### src/hw/rtl/xnt_pkg.sv
// ----------------------------------------------------------------------------
// xnt_pkg
// Shared types, codes, the string table and the tag byte step of the XML
// node tokenizer.
// ----------------------------------------------------------------------------
package xnt_pkg;

    // Parser states
    localparam logic [4:0] ST_IDLE     = 5'd0;
    localparam logic [4:0] ST_PREFIX   = 5'd1;
    localparam logic [4:0] ST_TEXT     = 5'd2;
    localparam logic [4:0] ST_EL_PRE   = 5'd3;
    localparam logic [4:0] ST_EL_NAME  = 5'd4;
    localparam logic [4:0] ST_AT_WS    = 5'd5;
    localparam logic [4:0] ST_AT_NAME  = 5'd6;
    localparam logic [4:0] ST_AT_EQ    = 5'd7;
    localparam logic [4:0] ST_AT_VQ    = 5'd8;
    localparam logic [4:0] ST_AT_VAL   = 5'd9;
    localparam logic [4:0] ST_EL_REST  = 5'd10;
    localparam logic [4:0] ST_END_PRE  = 5'd11;
    localparam logic [4:0] ST_END_NAME = 5'd12;
    localparam logic [4:0] ST_END_REST = 5'd13;
    localparam logic [4:0] ST_COM_LEAD = 5'd14;
    localparam logic [4:0] ST_COM_BODY = 5'd15;
    localparam logic [4:0] ST_CDATA    = 5'd16;
    localparam logic [4:0] ST_PI       = 5'd17;

    // Node kinds
    localparam logic [2:0] KIND_NONE    = 3'd0;
    localparam logic [2:0] KIND_ELEMENT = 3'd1;
    localparam logic [2:0] KIND_END_EL  = 3'd2;
    localparam logic [2:0] KIND_TEXT    = 3'd3;
    localparam logic [2:0] KIND_COMMENT = 3'd4;
    localparam logic [2:0] KIND_CDATA   = 3'd5;
    localparam logic [2:0] KIND_PI      = 3'd6;

    // Byte roles
    localparam logic [2:0] ROLE_SKIP    = 3'd0;
    localparam logic [2:0] ROLE_MARKUP  = 3'd1;
    localparam logic [2:0] ROLE_NAME    = 3'd2;
    localparam logic [2:0] ROLE_ATNAME  = 3'd3;
    localparam logic [2:0] ROLE_ATVAL   = 3'd4;
    localparam logic [2:0] ROLE_CONTENT = 3'd5;
    localparam logic [2:0] ROLE_IGNORED = 3'd6;

    // Characters
    localparam logic [7:0] CH_NUL   = 8'h00;
    localparam logic [7:0] CH_TAB   = 8'h09;
    localparam logic [7:0] CH_LF    = 8'h0A;
    localparam logic [7:0] CH_CR    = 8'h0D;
    localparam logic [7:0] CH_SPACE = 8'h20;
    localparam logic [7:0] CH_DQ    = 8'h22;
    localparam logic [7:0] CH_SQ    = 8'h27;
    localparam logic [7:0] CH_SLASH = 8'h2F;
    localparam logic [7:0] CH_LT    = 8'h3C;
    localparam logic [7:0] CH_EQ    = 8'h3D;
    localparam logic [7:0] CH_GT    = 8'h3E;
    localparam logic [7:0] CH_QUEST = 8'h3F;

    // Constant strings, selected by code
    localparam logic [2:0] SEL_CDATA     = 3'd0;  // <![CDATA[
    localparam logic [2:0] SEL_COMMENT   = 3'd1;  // <!--
    localparam logic [2:0] SEL_PI        = 3'd2;  // <?
    localparam logic [2:0] SEL_ENDTAG    = 3'd3;  // </
    localparam logic [2:0] SEL_END_COM   = 3'd4;  // -->
    localparam logic [2:0] SEL_END_CDATA = 3'd5;  // ]]>
    localparam logic [2:0] SEL_END_PI    = 3'd6;  // ?>

    localparam int STR_ROWS = 7;
    localparam int STR_LEN  = 9;

    localparam logic [7:0] STR_TAB [STR_ROWS][STR_LEN] = '{
        '{8'h3C, 8'h21, 8'h5B, 8'h43, 8'h44, 8'h41, 8'h54, 8'h41, 8'h5B},
        '{8'h3C, 8'h21, 8'h2D, 8'h2D, 8'h00, 8'h00, 8'h00, 8'h00, 8'h00},
        '{8'h3C, 8'h3F, 8'h00, 8'h00, 8'h00, 8'h00, 8'h00, 8'h00, 8'h00},
        '{8'h3C, 8'h2F, 8'h00, 8'h00, 8'h00, 8'h00, 8'h00, 8'h00, 8'h00},
        '{8'h2D, 8'h2D, 8'h3E, 8'h00, 8'h00, 8'h00, 8'h00, 8'h00, 8'h00},
        '{8'h5D, 8'h5D, 8'h3E, 8'h00, 8'h00, 8'h00, 8'h00, 8'h00, 8'h00},
        '{8'h3F, 8'h3E, 8'h00, 8'h00, 8'h00, 8'h00, 8'h00, 8'h00, 8'h00}
    };

    // Work for the back end: a run of string bytes, then an optional single byte
    typedef struct packed {
        logic [2:0] seq_sel;
        logic [3:0] seq_len;
        logic       seq_rep;      // every byte is the string's first byte
        logic [2:0] seq_kind;
        logic [2:0] seq_role_first;
        logic [2:0] seq_role_rest;
        logic       seq_begins;   // node begins on first string byte
        logic       seq_ends;     // node ends on last string byte
        logic       tail_valid;
        logic [7:0] tail_byte;
        logic [2:0] tail_kind;
        logic [2:0] tail_role;
        logic       tail_begins;
        logic       tail_ends;
        logic       tail_self;
        logic       doc_end;
    } cmd_t;

    localparam int QUEUE_DEPTH = 4;
    localparam int QPTR_W      = $clog2(QUEUE_DEPTH);

    typedef struct packed {
        logic [2:0] kind;
        logic [2:0] role;
        logic       ends;
        logic       self_close;
        logic [4:0] next_state;
        logic       set_quote;
    } tag_res_t;

    function automatic logic is_sp(input logic [7:0] b);
        return (b == CH_SPACE) || (b == CH_TAB) || (b == CH_CR) || (b == CH_LF);
    endfunction

    // One element or end element byte
    function automatic tag_res_t tag_step(input logic [4:0] st, input logic [7:0] b,
                                          input logic [7:0] prev, input logic [7:0] quote);
        tag_res_t   r;
        logic [4:0] s;
        logic       sp;
        sp = is_sp(b);
        s  = st;
        r  = '0;
        r.next_state = st;
        // fall through to the state that really takes the byte
        if (s == ST_EL_PRE && (b == CH_SLASH || b == CH_GT))
            s = ST_AT_WS;
        if (s == ST_EL_NAME && (sp || b == CH_SLASH || b == CH_GT))
            s = ST_AT_WS;
        if (s == ST_AT_NAME && (b == CH_NUL || b == CH_GT || b == CH_SLASH))
            s = ST_EL_REST;
        if (s == ST_AT_EQ && !sp && b != CH_EQ)
            s = ST_EL_REST;
        if (s == ST_AT_VQ && !sp && b != CH_DQ && b != CH_SQ)
            s = ST_EL_REST;
        r.next_state = s;
        r.kind = KIND_ELEMENT;
        case (s)
            ST_EL_PRE:
            begin
                if (sp)
                    r.role = ROLE_SKIP;
                else
                begin
                    r.role = ROLE_NAME;
                    r.next_state = ST_EL_NAME;
                end
            end
            ST_EL_NAME:
            begin
                r.role = ROLE_NAME;
            end
            ST_AT_WS:
            begin
                if (sp)
                    r.role = ROLE_SKIP;
                else if (b == CH_GT)
                begin
                    r.role = ROLE_MARKUP;
                    r.ends = 1'b1;
                    r.self_close = (prev == CH_SLASH);
                    r.next_state = ST_IDLE;
                end
                else if (b == CH_SLASH || b == CH_NUL)
                begin
                    r.role = ROLE_MARKUP;
                    r.next_state = ST_EL_REST;
                end
                else if (b == CH_EQ)
                begin
                    r.role = ROLE_IGNORED;
                    r.next_state = ST_EL_REST;
                end
                else
                begin
                    r.role = ROLE_ATNAME;
                    r.next_state = ST_AT_NAME;
                end
            end
            ST_AT_NAME:
            begin
                if (sp)
                begin
                    r.role = ROLE_SKIP;
                    r.next_state = ST_AT_EQ;
                end
                else if (b == CH_EQ)
                begin
                    r.role = ROLE_MARKUP;
                    r.next_state = ST_AT_VQ;
                end
                else
                    r.role = ROLE_ATNAME;
            end
            ST_AT_EQ:
            begin
                if (sp)
                    r.role = ROLE_SKIP;
                else
                begin
                    r.role = ROLE_MARKUP;
                    r.next_state = ST_AT_VQ;
                end
            end
            ST_AT_VQ:
            begin
                if (sp)
                    r.role = ROLE_SKIP;
                else
                begin
                    r.role = ROLE_MARKUP;
                    r.set_quote = 1'b1;
                    r.next_state = ST_AT_VAL;
                end
            end
            ST_AT_VAL:
            begin
                if (b == quote)
                begin
                    r.role = ROLE_MARKUP;
                    r.next_state = ST_AT_WS;
                end
                else
                    r.role = ROLE_ATVAL;
            end
            ST_EL_REST:
            begin
                if (b == CH_GT)
                begin
                    r.role = ROLE_MARKUP;
                    r.ends = 1'b1;
                    r.self_close = (prev == CH_SLASH);
                    r.next_state = ST_IDLE;
                end
                else
                    r.role = ROLE_IGNORED;
            end
            ST_END_PRE, ST_END_NAME, ST_END_REST:
            begin
                r.kind = KIND_END_EL;
                if (b == CH_GT)
                begin
                    r.role = ROLE_MARKUP;
                    r.ends = 1'b1;
                    r.next_state = ST_IDLE;
                end
                else if (sp)
                begin
                    r.role = ROLE_SKIP;
                    if (s == ST_END_NAME)
                        r.next_state = ST_END_REST;
                end
                else if (b == CH_SLASH || s == ST_END_REST)
                begin
                    r.role = ROLE_IGNORED;
                    r.next_state = ST_END_REST;
                end
                else
                begin
                    r.role = ROLE_NAME;
                    r.next_state = ST_END_NAME;
                end
            end
            default:
            begin
                r.kind = KIND_NONE;
                r.role = ROLE_SKIP;
            end
        endcase
        return r;
    endfunction

endpackage

### src/hw/rtl/xnt_front.sv
// ----------------------------------------------------------------------------
// xnt_front
// Takes one byte a cycle while the queue is not full, tracks the parse state and the prefix and
// terminator lookahead, and turns each byte into at most one work entry.
// ----------------------------------------------------------------------------
module xnt_front
(
    input  logic             clk,
    input  logic             rst_n,
    input  logic             s_tvalid,
    output logic             s_tready,
    input  logic [7:0]       s_tdata,
    input  logic             s_tlast,
    output logic             q_push,
    output xnt_pkg::cmd_t    q_cmd,
    input  logic             q_full
);
    import xnt_pkg::*;

    logic [4:0] state_reg, state_next;
    logic [3:0] pend_reg, pend_next;     // bytes of an open '<' prefix
    logic       pcom_reg, pcom_next;     // prefix is on the comment path
    logic [7:0] quote_reg, quote_next;
    logic [1:0] match_reg, match_next;   // terminator bytes held
    logic [7:0] prev_reg, prev_next;

    logic       accept;
    logic [7:0] b;
    logic       sp;
    cmd_t       cmd;
    tag_res_t   tr_now, tr_fail;
    logic [2:0] csel;
    logic [2:0] ckind;
    logic [1:0] cplen;
    logic [1:0] ck;
    logic [7:0] cpk, cp0;
    logic [3:0] lastidx;

    assign s_tready = !q_full;
    assign accept   = s_tvalid && s_tready;
    assign b        = s_tdata;
    assign sp       = is_sp(b);

    assign tr_now  = tag_step(state_reg, b, prev_reg, quote_reg);
    assign tr_fail = tag_step((pend_reg == 4'd1) ? ST_EL_PRE : ST_EL_NAME, b,
                              prev_reg, quote_reg);

    // terminator of the current body
    always_comb
    begin
        if (state_reg == ST_PI)
        begin
            csel = SEL_END_PI; ckind = KIND_PI; cplen = 2'd2;
        end
        else if (state_reg == ST_CDATA)
        begin
            csel = SEL_END_CDATA; ckind = KIND_CDATA; cplen = 2'd3;
        end
        else
        begin
            csel = SEL_END_COM; ckind = KIND_COMMENT; cplen = 2'd3;
        end
        ck  = (match_reg >= cplen) ? 2'd0 : match_reg;
        cpk = STR_TAB[csel][{2'b00, ck}];
        cp0 = STR_TAB[csel][0];
    end

    // byte decode
    always_comb
    begin
        cmd        = '0;
        state_next = state_reg;
        pend_next  = pend_reg;
        pcom_next  = pcom_reg;
        quote_next = quote_reg;
        match_next = match_reg;
        unique case (state_reg)
            ST_IDLE:
            begin
                if (sp)
                begin
                    cmd.tail_valid = 1'b1;
                    cmd.tail_kind  = KIND_NONE;
                    cmd.tail_role  = ROLE_SKIP;
                end
                else if (b == CH_LT)
                begin
                    pend_next  = 4'd1;
                    pcom_next  = 1'b0;
                    state_next = ST_PREFIX;
                end
                else
                begin
                    cmd.tail_valid  = 1'b1;
                    cmd.tail_kind   = KIND_TEXT;
                    cmd.tail_role   = ROLE_CONTENT;
                    cmd.tail_begins = 1'b1;
                    state_next      = ST_TEXT;
                end
            end
            ST_TEXT:
            begin
                if (b == CH_LT)
                begin
                    pend_next  = 4'd1;
                    pcom_next  = 1'b0;
                    state_next = ST_PREFIX;
                end
                else
                begin
                    cmd.tail_valid = 1'b1;
                    cmd.tail_kind  = KIND_TEXT;
                    cmd.tail_role  = ROLE_CONTENT;
                end
            end
            ST_PREFIX:
            begin
                cmd.seq_role_first = ROLE_MARKUP;
                cmd.seq_role_rest  = ROLE_MARKUP;
                cmd.seq_begins     = 1'b1;
                if (pend_reg == 4'd1 && b == CH_QUEST)
                begin
                    cmd.seq_sel  = SEL_PI;
                    cmd.seq_len  = 4'd2;
                    cmd.seq_kind = KIND_PI;
                    pend_next    = 4'd0;
                    match_next   = 2'd0;
                    state_next   = ST_PI;
                end
                else if (pend_reg == 4'd1 && b == CH_SLASH)
                begin
                    cmd.seq_sel  = SEL_ENDTAG;
                    cmd.seq_len  = 4'd2;
                    cmd.seq_kind = KIND_END_EL;
                    pend_next    = 4'd0;
                    match_next   = 2'd0;
                    state_next   = ST_END_PRE;
                end
                else if (!pcom_reg && b == STR_TAB[SEL_CDATA][pend_reg])
                begin
                    if (pend_reg == 4'(STR_LEN - 1))
                    begin
                        cmd.seq_sel  = SEL_CDATA;
                        cmd.seq_len  = 4'(STR_LEN);
                        cmd.seq_kind = KIND_CDATA;
                        pend_next    = 4'd0;
                        match_next   = 2'd0;
                        state_next   = ST_CDATA;
                    end
                    else
                        pend_next = pend_reg + 4'd1;
                end
                else if ((pend_reg <= 4'd2 || pcom_reg) && pend_reg <= 4'd3 &&
                         b == STR_TAB[SEL_COMMENT][pend_reg])
                begin
                    // only "<" or "<!" or a held "<!-" may go on to a comment
                    if (pend_reg == 4'd3)
                    begin
                        cmd.seq_sel  = SEL_COMMENT;
                        cmd.seq_len  = 4'd4;
                        cmd.seq_kind = KIND_COMMENT;
                        pend_next    = 4'd0;
                        match_next   = 2'd0;
                        state_next   = ST_COM_LEAD;
                    end
                    else
                    begin
                        pend_next = pend_reg + 4'd1;
                        pcom_next = 1'b1;
                    end
                end
                else
                begin
                    // no special prefix: held bytes open an element
                    cmd.seq_sel       = pcom_reg ? SEL_COMMENT : SEL_CDATA;
                    cmd.seq_len       = pend_reg;
                    cmd.seq_kind      = KIND_ELEMENT;
                    cmd.seq_role_rest = ROLE_NAME;
                    cmd.tail_valid    = 1'b1;
                    cmd.tail_kind     = tr_fail.kind;
                    cmd.tail_role     = tr_fail.role;
                    cmd.tail_ends     = tr_fail.ends;
                    pend_next         = 4'd0;
                    state_next        = tr_fail.next_state;
                end
            end
            ST_COM_LEAD, ST_COM_BODY, ST_CDATA, ST_PI:
            begin
                if (state_reg == ST_COM_LEAD && sp)
                begin
                    cmd.tail_valid = 1'b1;
                    cmd.tail_kind  = KIND_COMMENT;
                    cmd.tail_role  = ROLE_SKIP;
                end
                else
                begin
                    state_next = (state_reg == ST_COM_LEAD) ? ST_COM_BODY : state_reg;
                    cmd.seq_sel  = csel;
                    cmd.seq_kind = ckind;
                    if (b == cpk)
                    begin
                        if (ck + 2'd1 == cplen)
                        begin
                            cmd.seq_len        = {2'b00, cplen};
                            cmd.seq_role_first = ROLE_MARKUP;
                            cmd.seq_role_rest  = ROLE_MARKUP;
                            cmd.seq_ends       = 1'b1;
                            match_next         = 2'd0;
                            state_next         = ST_IDLE;
                        end
                        else
                            match_next = ck + 2'd1;
                    end
                    else if (ck != 2'd0 && b == cp0)
                    begin
                        cmd.tail_valid = 1'b1;
                        cmd.tail_kind  = ckind;
                        cmd.tail_role  = ROLE_CONTENT;
                    end
                    else
                    begin
                        // held terminator bytes were content after all
                        cmd.seq_len        = {2'b00, ck};
                        cmd.seq_role_first = ROLE_CONTENT;
                        cmd.seq_role_rest  = ROLE_CONTENT;
                        cmd.tail_valid     = 1'b1;
                        cmd.tail_kind      = ckind;
                        cmd.tail_role      = ROLE_CONTENT;
                        match_next         = 2'd0;
                    end
                end
            end
            default:
            begin
                cmd.tail_valid = 1'b1;
                cmd.tail_kind  = tr_now.kind;
                cmd.tail_role  = tr_now.role;
                cmd.tail_ends  = tr_now.ends;
                cmd.tail_self  = tr_now.self_close;
                if (tr_now.set_quote)
                    quote_next = b;
                state_next = tr_now.next_state;
            end
        endcase
        cmd.tail_byte = b;

        // end of document: flush whatever is held
        if (s_tlast)
        begin
            cmd.doc_end = 1'b1;
            if (state_next == ST_PREFIX && pend_next != 4'd0)
            begin
                cmd.seq_sel        = pcom_next ? SEL_COMMENT : SEL_CDATA;
                cmd.seq_len        = pend_next;
                cmd.seq_kind       = KIND_ELEMENT;
                cmd.seq_role_first = ROLE_MARKUP;
                cmd.seq_role_rest  = ROLE_NAME;
                cmd.seq_begins     = 1'b1;
            end
            else if (match_next != 2'd0 && (state_next == ST_COM_BODY ||
                     state_next == ST_CDATA || state_next == ST_PI))
            begin
                cmd.seq_sel        = csel;
                cmd.seq_kind       = ckind;
                cmd.seq_role_first = ROLE_CONTENT;
                cmd.seq_role_rest  = ROLE_CONTENT;
                if (cmd.tail_valid)
                begin
                    // repeated first terminator byte ahead of the held ones
                    cmd.seq_rep    = 1'b1;
                    cmd.seq_len    = {2'b00, match_next} + 4'd1;
                    cmd.tail_valid = 1'b0;
                end
                else
                    cmd.seq_len = {2'b00, match_next};
            end
        end

        // a string run ahead of the byte means the previous byte is no slash
        if (cmd.seq_len != 4'd0)
            cmd.tail_self = 1'b0;
    end

    // last byte handed out
    always_comb
    begin
        lastidx = cmd.seq_rep ? 4'd0 : (cmd.seq_len - 4'd1);
        if (cmd.tail_valid)
            prev_next = b;
        else if (cmd.seq_len != 4'd0)
            prev_next = STR_TAB[cmd.seq_sel][lastidx];
        else
            prev_next = prev_reg;
    end

    assign q_cmd  = cmd;
    assign q_push = accept && (cmd.tail_valid || cmd.seq_len != 4'd0);

    // parse state
    always_ff @(posedge clk or negedge rst_n)
    begin
        if (!rst_n)
        begin
            state_reg <= ST_IDLE;
            pend_reg  <= '0;
            pcom_reg  <= 1'b0;
            quote_reg <= '0;
            match_reg <= '0;
            prev_reg  <= '0;
        end
        else if (accept)
        begin
            if (s_tlast)
            begin
                state_reg <= ST_IDLE;
                pend_reg  <= '0;
                pcom_reg  <= 1'b0;
                quote_reg <= '0;
                match_reg <= '0;
                prev_reg  <= '0;
            end
            else
            begin
                state_reg <= state_next;
                pend_reg  <= pend_next;
                pcom_reg  <= pcom_next;
                quote_reg <= quote_next;
                match_reg <= match_next;
                prev_reg  <= prev_next;
            end
        end
    end

endmodule

### src/hw/rtl/xnt_queue.sv
// ----------------------------------------------------------------------------
// xnt_queue
// Short queue of work entries between the front and back ends.
// ----------------------------------------------------------------------------
module xnt_queue
(
    input  logic             clk,
    input  logic             rst_n,
    input  logic             push,
    input  xnt_pkg::cmd_t    push_cmd,
    output logic             full,
    input  logic             pop,
    output xnt_pkg::cmd_t    head,
    output logic             valid
);
    import xnt_pkg::*;

    cmd_t               mem_reg [QUEUE_DEPTH];
    logic [QPTR_W-1:0]  wptr_reg, rptr_reg;
    logic [QPTR_W:0]    count_reg, count_next;

    assign full  = (count_reg == (QPTR_W+1)'(QUEUE_DEPTH));
    assign valid = (count_reg != '0);
    assign head  = mem_reg[rptr_reg];

    always_comb
    begin
        count_next = count_reg;
        if (push && !pop)
            count_next = count_reg + 1'b1;
        else if (pop && !push)
            count_next = count_reg - 1'b1;
    end

    // entry storage
    always_ff @(posedge clk)
    begin
        if (push)
            mem_reg[wptr_reg] <= push_cmd;
    end

    // pointers
    always_ff @(posedge clk or negedge rst_n)
    begin
        if (!rst_n)
        begin
            wptr_reg  <= '0;
            rptr_reg  <= '0;
            count_reg <= '0;
        end
        else
        begin
            if (push)
                wptr_reg <= wptr_reg + 1'b1;
            if (pop)
                rptr_reg <= rptr_reg + 1'b1;
            count_reg <= count_next;
        end
    end

endmodule

### src/hw/rtl/xnt_back.sv
// ----------------------------------------------------------------------------
// xnt_back
// Expands each work entry into its result items, one a cycle while the
// receiver is ready, into an output register.
// ----------------------------------------------------------------------------
module xnt_back
(
    input  logic             clk,
    input  logic             rst_n,
    input  logic             q_valid,
    input  xnt_pkg::cmd_t    q_cmd,
    output logic             q_pop,
    output logic             m_tvalid,
    input  logic             m_tready,
    output logic [15:0]      m_tdata,   // out_byte, node_begins, node_ends,
                                        // self_closing, is_space, doc_end, pad
    output logic [5:0]       m_tuser,   // node_kind, byte_role
    output logic             m_tlast    // run_last
);
    import xnt_pkg::*;

    logic [3:0] pos_reg, pos_next;
    logic       valid_reg;
    logic [7:0] byte_reg;
    logic [2:0] kind_reg, role_reg;
    logic       begins_reg, ends_reg, self_reg, space_reg, dend_reg, last_reg;

    logic       emit;
    logic       in_seq;
    logic       is_last;
    logic [3:0] total;
    logic [3:0] sidx;
    logic [7:0] r_byte;
    logic [2:0] r_kind, r_role;
    logic       r_begins, r_ends, r_self;

    assign emit    = q_valid && (!valid_reg || m_tready);
    assign total   = q_cmd.seq_len + {3'b000, q_cmd.tail_valid};
    assign in_seq  = (pos_reg < q_cmd.seq_len);
    assign is_last = (pos_reg + 4'd1 == total);
    assign sidx    = q_cmd.seq_rep ? 4'd0 : pos_reg;
    assign q_pop   = emit && is_last;

    // pick the current result
    always_comb
    begin
        if (in_seq)
        begin
            r_byte   = STR_TAB[q_cmd.seq_sel][sidx];
            r_kind   = q_cmd.seq_kind;
            r_role   = (pos_reg == 4'd0) ? q_cmd.seq_role_first : q_cmd.seq_role_rest;
            r_begins = q_cmd.seq_begins && (pos_reg == 4'd0);
            r_ends   = q_cmd.seq_ends && (pos_reg + 4'd1 == q_cmd.seq_len);
            r_self   = 1'b0;
        end
        else
        begin
            r_byte   = q_cmd.tail_byte;
            r_kind   = q_cmd.tail_kind;
            r_role   = q_cmd.tail_role;
            r_begins = q_cmd.tail_begins;
            r_ends   = q_cmd.tail_ends;
            r_self   = q_cmd.tail_self;
        end
        pos_next = is_last ? 4'd0 : pos_reg + 4'd1;
    end

    // position within the entry and output valid
    always_ff @(posedge clk or negedge rst_n)
    begin
        if (!rst_n)
        begin
            pos_reg   <= '0;
            valid_reg <= 1'b0;
        end
        else
        begin
            if (emit)
                pos_reg <= pos_next;
            if (emit)
                valid_reg <= 1'b1;
            else if (m_tready)
                valid_reg <= 1'b0;
        end
    end

    // output payload
    always_ff @(posedge clk)
    begin
        if (emit)
        begin
            byte_reg   <= r_byte;
            kind_reg   <= r_kind;
            role_reg   <= r_role;
            begins_reg <= r_begins;
            ends_reg   <= r_ends;
            self_reg   <= r_self;
            space_reg  <= is_sp(r_byte);
            dend_reg   <= is_last && q_cmd.doc_end;
            last_reg   <= is_last;
        end
    end

    assign m_tvalid = valid_reg;
    assign m_tdata  = {3'b000, dend_reg, space_reg, self_reg, ends_reg, begins_reg, byte_reg};
    assign m_tuser  = {role_reg, kind_reg};
    assign m_tlast  = last_reg;

endmodule

### src/hw/rtl/xml_node_tokenizer_core.sv
// Path: a byte's results pass through the queue storage, then the output register;
// a '<' prefix or a terminator candidate is held until its next bytes decide it.
// Throughput: one byte accepted per cycle while the queue is not full; the back end
// sends one result per cycle while ready; a byte's up to 9 results hold the output in turn.
// Reset: rst_n is asynchronous, active low; parser state, queue and output clear.
// ----------------------------------------------------------------------------
// xml_node_tokenizer_core
// Byte-serial XML tokenizer: front end classifies, queue decouples, back end
// expands entries into tagged result items.
// ----------------------------------------------------------------------------
module xml_node_tokenizer_core
(
    input  logic        clk,
    input  logic        rst_n,
    input  logic        s_tvalid,
    output logic        s_tready,
    input  logic [7:0]  s_tdata,    // in_byte
    input  logic        s_tlast,    // in_last
    output logic        m_tvalid,
    input  logic        m_tready,
    output logic [15:0] m_tdata,    // out_byte[7:0], node_begins, node_ends,
                                    // self_closing, is_space, doc_end, zero pad
    output logic [5:0]  m_tuser,    // node_kind[2:0], byte_role[5:3]
    output logic        m_tlast     // run_last
);
    import xnt_pkg::*;

    logic q_push, q_full, q_pop, q_valid;
    cmd_t push_cmd, head_cmd;

    xnt_front u_front
    (
        .clk      (clk),
        .rst_n    (rst_n),
        .s_tvalid (s_tvalid),
        .s_tready (s_tready),
        .s_tdata  (s_tdata),
        .s_tlast  (s_tlast),
        .q_push   (q_push),
        .q_cmd    (push_cmd),
        .q_full   (q_full)
    );

    xnt_queue u_queue
    (
        .clk      (clk),
        .rst_n    (rst_n),
        .push     (q_push),
        .push_cmd (push_cmd),
        .full     (q_full),
        .pop      (q_pop),
        .head     (head_cmd),
        .valid    (q_valid)
    );

    xnt_back u_back
    (
        .clk      (clk),
        .rst_n    (rst_n),
        .q_valid  (q_valid),
        .q_cmd    (head_cmd),
        .q_pop    (q_pop),
        .m_tvalid (m_tvalid),
        .m_tready (m_tready),
        .m_tdata  (m_tdata),
        .m_tuser  (m_tuser),
        .m_tlast  (m_tlast)
    );

endmodule

### config.mk
export PLATFORM = sky130hd
export DESIGN_NAME = xml_node_tokenizer_core
export DESIGN_NICKNAME = d
export VERILOG_FILES = /design/src/hw/rtl/xnt_pkg.sv /design/src/hw/rtl/xnt_front.sv /design/src/hw/rtl/xnt_queue.sv /design/src/hw/rtl/xnt_back.sv /design/src/hw/rtl/xml_node_tokenizer_core.sv
export SDC_FILE = /design/constraint.sdc
export NUM_CORES = 1
export LEC_CHECK = 0
export BUFFER_PORTS_ARGS = -buffer_cell sky130_fd_sc_hd__buf_4
export CORE_MARGIN = 2
export CORE_UTILIZATION = 40
export CTS_CLUSTER_SIZE = 12
export DETAILED_ROUTE_END_ITERATION = 8
export PLACE_DENSITY = 0.52
export SLEW_MARGIN = 15
export SYNTH_ARGS = -nofsm -noshare
export SYNTH_HDL_FRONTEND = slang
export SYNTH_SLANG_ARGS = --single-unit
### constraint.sdc
create_clock -name clk -period 13 [get_ports clk]
set_input_delay 0.65 -clock clk [delete_from_list [all_inputs] [get_ports clk]]
set_output_delay 0.65 -clock clk [all_outputs]
set_load 0.05 [all_outputs]
==> summary.md <==
| Metric | Value |
|---|---|
| RSZ-0062 raised after global routing | false |
| Largest net degree at the start of global routing | 42 |
| Fillers | 2805 |
| Most used cell, CP | ha_1 |
| Nets@finish | 1103 |
| Initial Util | 40.51% |
| First-pass DRT Iterations | 6 |
| Synth Instances | 1055 |
| Avg Synthesized Cell Area | 11.32 µm² |
| Synth warn | 0 |
| Initial detailed-routing violation count | 803 |
| Ports | 38 |
| Vias in the first global route | 8492 |
| Rel. slew slack | 28.52% |
| Total Routed Length | 33.05 mm |
| Largest register FFs | 140 |
| First-pass GRT wire length | 51.14 mm |
| Final Critical Period | 8014 ps |
| FFs w/ async S/R, synth | 20.00% |
| Via/cell ratio | 5.978 |
| Final Hold Fails | 0 |
| Netlist cell types | 110 |
| Leading register cell type out of synthesis | edfxtp_1 |
| Worst-case clock buffer depth | 2 |
| Worst path bufs/invs | 4 |
| Max Slew Vio Count | 0 |
| Top cells by area, synth | edfxtp_1, dfrtp_1, mux4_2 |
| Seq/Total Area, Yosys | 48.61% |
| Via count | 8764 |
| Antenna violations before repair | 0 |
| Mapped Area | 0.01194 mm² |
| Max FO, Critical Path | 35 |
| Metal1 wirelength | 15.17 mm |
| CP Cell Sequence | nor4b_4 -> and2_1 -> inv_1 -> ha_1 -> and3b_1 -> inv_2 -> a211o_1 -> a2111oi_2 -> nand3_1 -> o41ai_2 -> inv_1 -> ha_1 -> nor2_1 -> and4_1 -> or3_1 -> inv_2 -> ha_1 -> nor4b_4 -> nor2_1 -> and2_2 |
| Hold WS | 227.6 ps |
| Share of layout cells above drive strength 1 | 16.36% |
| Clock transition at the registers of the reported paths | 80 ps |
| Post-CTS sizing | 0 |
| Crit share post-route | 61.64% |
| Peak supply drop | 0.1034 mV |
| TritonCTS clock tree | built |
| Area leader, netlist | edfxtp_1 |
| # diodes | 0 |
| WL met2 | 15.46 mm |
| Routed length on met3 | 1.551 mm |
| Skew-Pair Late Insertion Delay | 440 ps |
| Residual DRC count | 0 |
| Cts hold-fix bufs | 0 |
| Least-Margin Pin Slew | 1062 ps |
| Crit path DAT | 8060 ps |
| CP Capture Type | flop |
| Core area | 0.02948 mm² |
| Critical Path Source Type | flop |
| Crit-path slowest cell | dfrtp_1 |
| WS Path Type | reg2reg |
| Status | complete, no violations |
| Row cnt | 63 |
| Post-synth EDFFs | 160 |
| Worst Path Required | 13050 ps |
| Final setup violation count | 0 |
| Clk_skew | 25.30 ps |
| GP Congestion | 0.9018 |
| Leak Pwr | 0.004578 µW |
| Die width | 176.8 µm |
| Highest layer used for signal routing | met4 |
| CTS Buf Count | 17 |
| Detailed placement HPWL | 23.36 mm |
| Number of max-cap violations | 0 |
| Pwr Density | 181.6 mW/mm² |
| Fmax | 0.1248 GHz |
| Setup TNS | 0 ps |
| Slowest stage delay, CP | 890 ps |
| Cell family with most CP delay | simple AND/OR/NAND/NOR gates |
| I/O Buffers | 34 |
| GRT overflow | 0 |
| Post-synth top cells | edfxtp_1, nand2_1, nor2_1, o21ai_0, a21oi_1 |
| Hold WC Path Type | in2async |
| CTS sink cnt | 200 |
| Count leader, synth | edfxtp_1 |
| Die height | 176.8 µm |
| Setup Fix Bufs, Post-CTS | 0 |
| Post-route ant nets | 0 |
| Synth top area share | 40.23% |
| Routed len/inst | 22.54 µm |
| Synth-to-layout area growth | 9.304% |
| All-layer global routing usage | 21.69% |
| Seq cells post-synth | 200 |
| DIE AREA | 0.03125 mm² |
| Root buffer cell | clkbuf_16 |
| Htree depth | 4 |
metrics by stage:
| step | area [µm²] | util [%] | total power, µW | cells | worst slack, ps |
|---|---|---|---|---|---|
| detailed placement | 12470 | 42.30 | 1875 | 1434 | 5110 |
| floorplan | 11950 | - | 1630 | 1057 | 6364 |
| global route | 13050 | 44.28 | 2509 | 1466 | 4355 |
| CTS | 13050 | 44.28 | 2396 | 1466 | 5038 |
| global placement | 12470 | 42.30 | 1869 | 1434 | 5282 |
| finish | 13050 | 44.28 | 2371 | 1466 | 4986 |
placed cells by master, fill, tap and decap left out, types with 6 or more instances in the layout:
| cell | count |
|---|---|
| or2_2 | 8 |
| xor2_1 | 18 |
| o211ai_1 | 8 |
| o22ai_1 | 9 |
| o21a_1 | 13 |
| a21o_1 | 11 |
| edfxtp_1 | 160 |
| o21ai_0 | 48 |
| o31ai_1 | 11 |
| mux4_2 | 33 |
| nand3_1 | 24 |
| a21oi_1 | 46 |
| xnor2_1 | 15 |
| nand4_1 | 13 |
| or3_1 | 7 |
| a22oi_1 | 6 |
| a211oi_1 | 12 |
| and2_1 | 15 |
| mux2i_1 | 8 |
| dfrtp_1 | 39 |
| nor2_1 | 77 |
| a31oi_1 | 10 |
| nor2b_1 | 12 |
| a211o_1 | 6 |
| buf_4 | 44 |
| ha_1 | 26 |
| mux2_2 | 11 |
| inv_1 | 29 |
| nand2_1 | 103 |
| clkbuf_16 | 20 |
| nand2b_1 | 21 |
| nor4_1 | 17 |
| nor3_1 | 27 |
cell type report:
cell class                      count  area [µm²]  area share (%)
Tap cell                          390       488.0           3.738
Clock buffer                       25       530.5           4.064
Inverter                           33       126.4          0.9681
Timing Repair Buffer               44       330.3           2.530
Clock inverter                      7       53.80          0.4122
Sequential cell                   200        5807           44.48
Multi-Input combinational cell    767        5718           43.80
per-layer routing:
layer  vias to the layer above  track usage [%]
li1                       4099                -
met3                        42            3.351
met1                      4323            30.00
met4                         0            7.541
met2                       300            34.80
met5                         -                0
power breakdown:
group	total (µW)	internal (µW)	leakage, µW	switching, µW
clock network	525	288	0.000291	236
logic	923	343	0.00231	580
registers	923	865	0.00198	57.9
cell families after synthesis:
| kind of cell | Yosys count | share of synthesized area [%] |
|---|---|---|
| DFF | 200 | 48.61 |
| other | 1 | 0.03140 |
| xor gates and xnor gates | 33 | 2.420 |
| and+or+nand+nor | 379 | 17.15 |
| adders and majority gates | 27 | 2.892 |
| buffers and inverters | 90 | 3.614 |
| AOI/OAI and AO/OA | 273 | 17.35 |
| muxes | 52 | 7.931 |
final timing paths:
kind / start / to / slack (ps) / depth (start not counted)
worst max-delay path: u_front.state_reg[4] / u_queue.mem_reg[0][17] / 4990 / 20
worst min-delay path: rst_n / u_queue.rptr_reg[1] / 230 / 1
worst max register to register: u_front.state_reg[4] / u_queue.mem_reg[0][17] / 4990 / 20
worst min register to register: u_front.prev_reg[7] / u_front.prev_reg[7] / 490 / 2
max in group asynchronous: rst_n / u_queue.rptr_reg[0] / 12320 / 1
min in group clk: m_tready / u_back.m_tvalid / 470 / 4
Power figures use the tool's default switching activity.
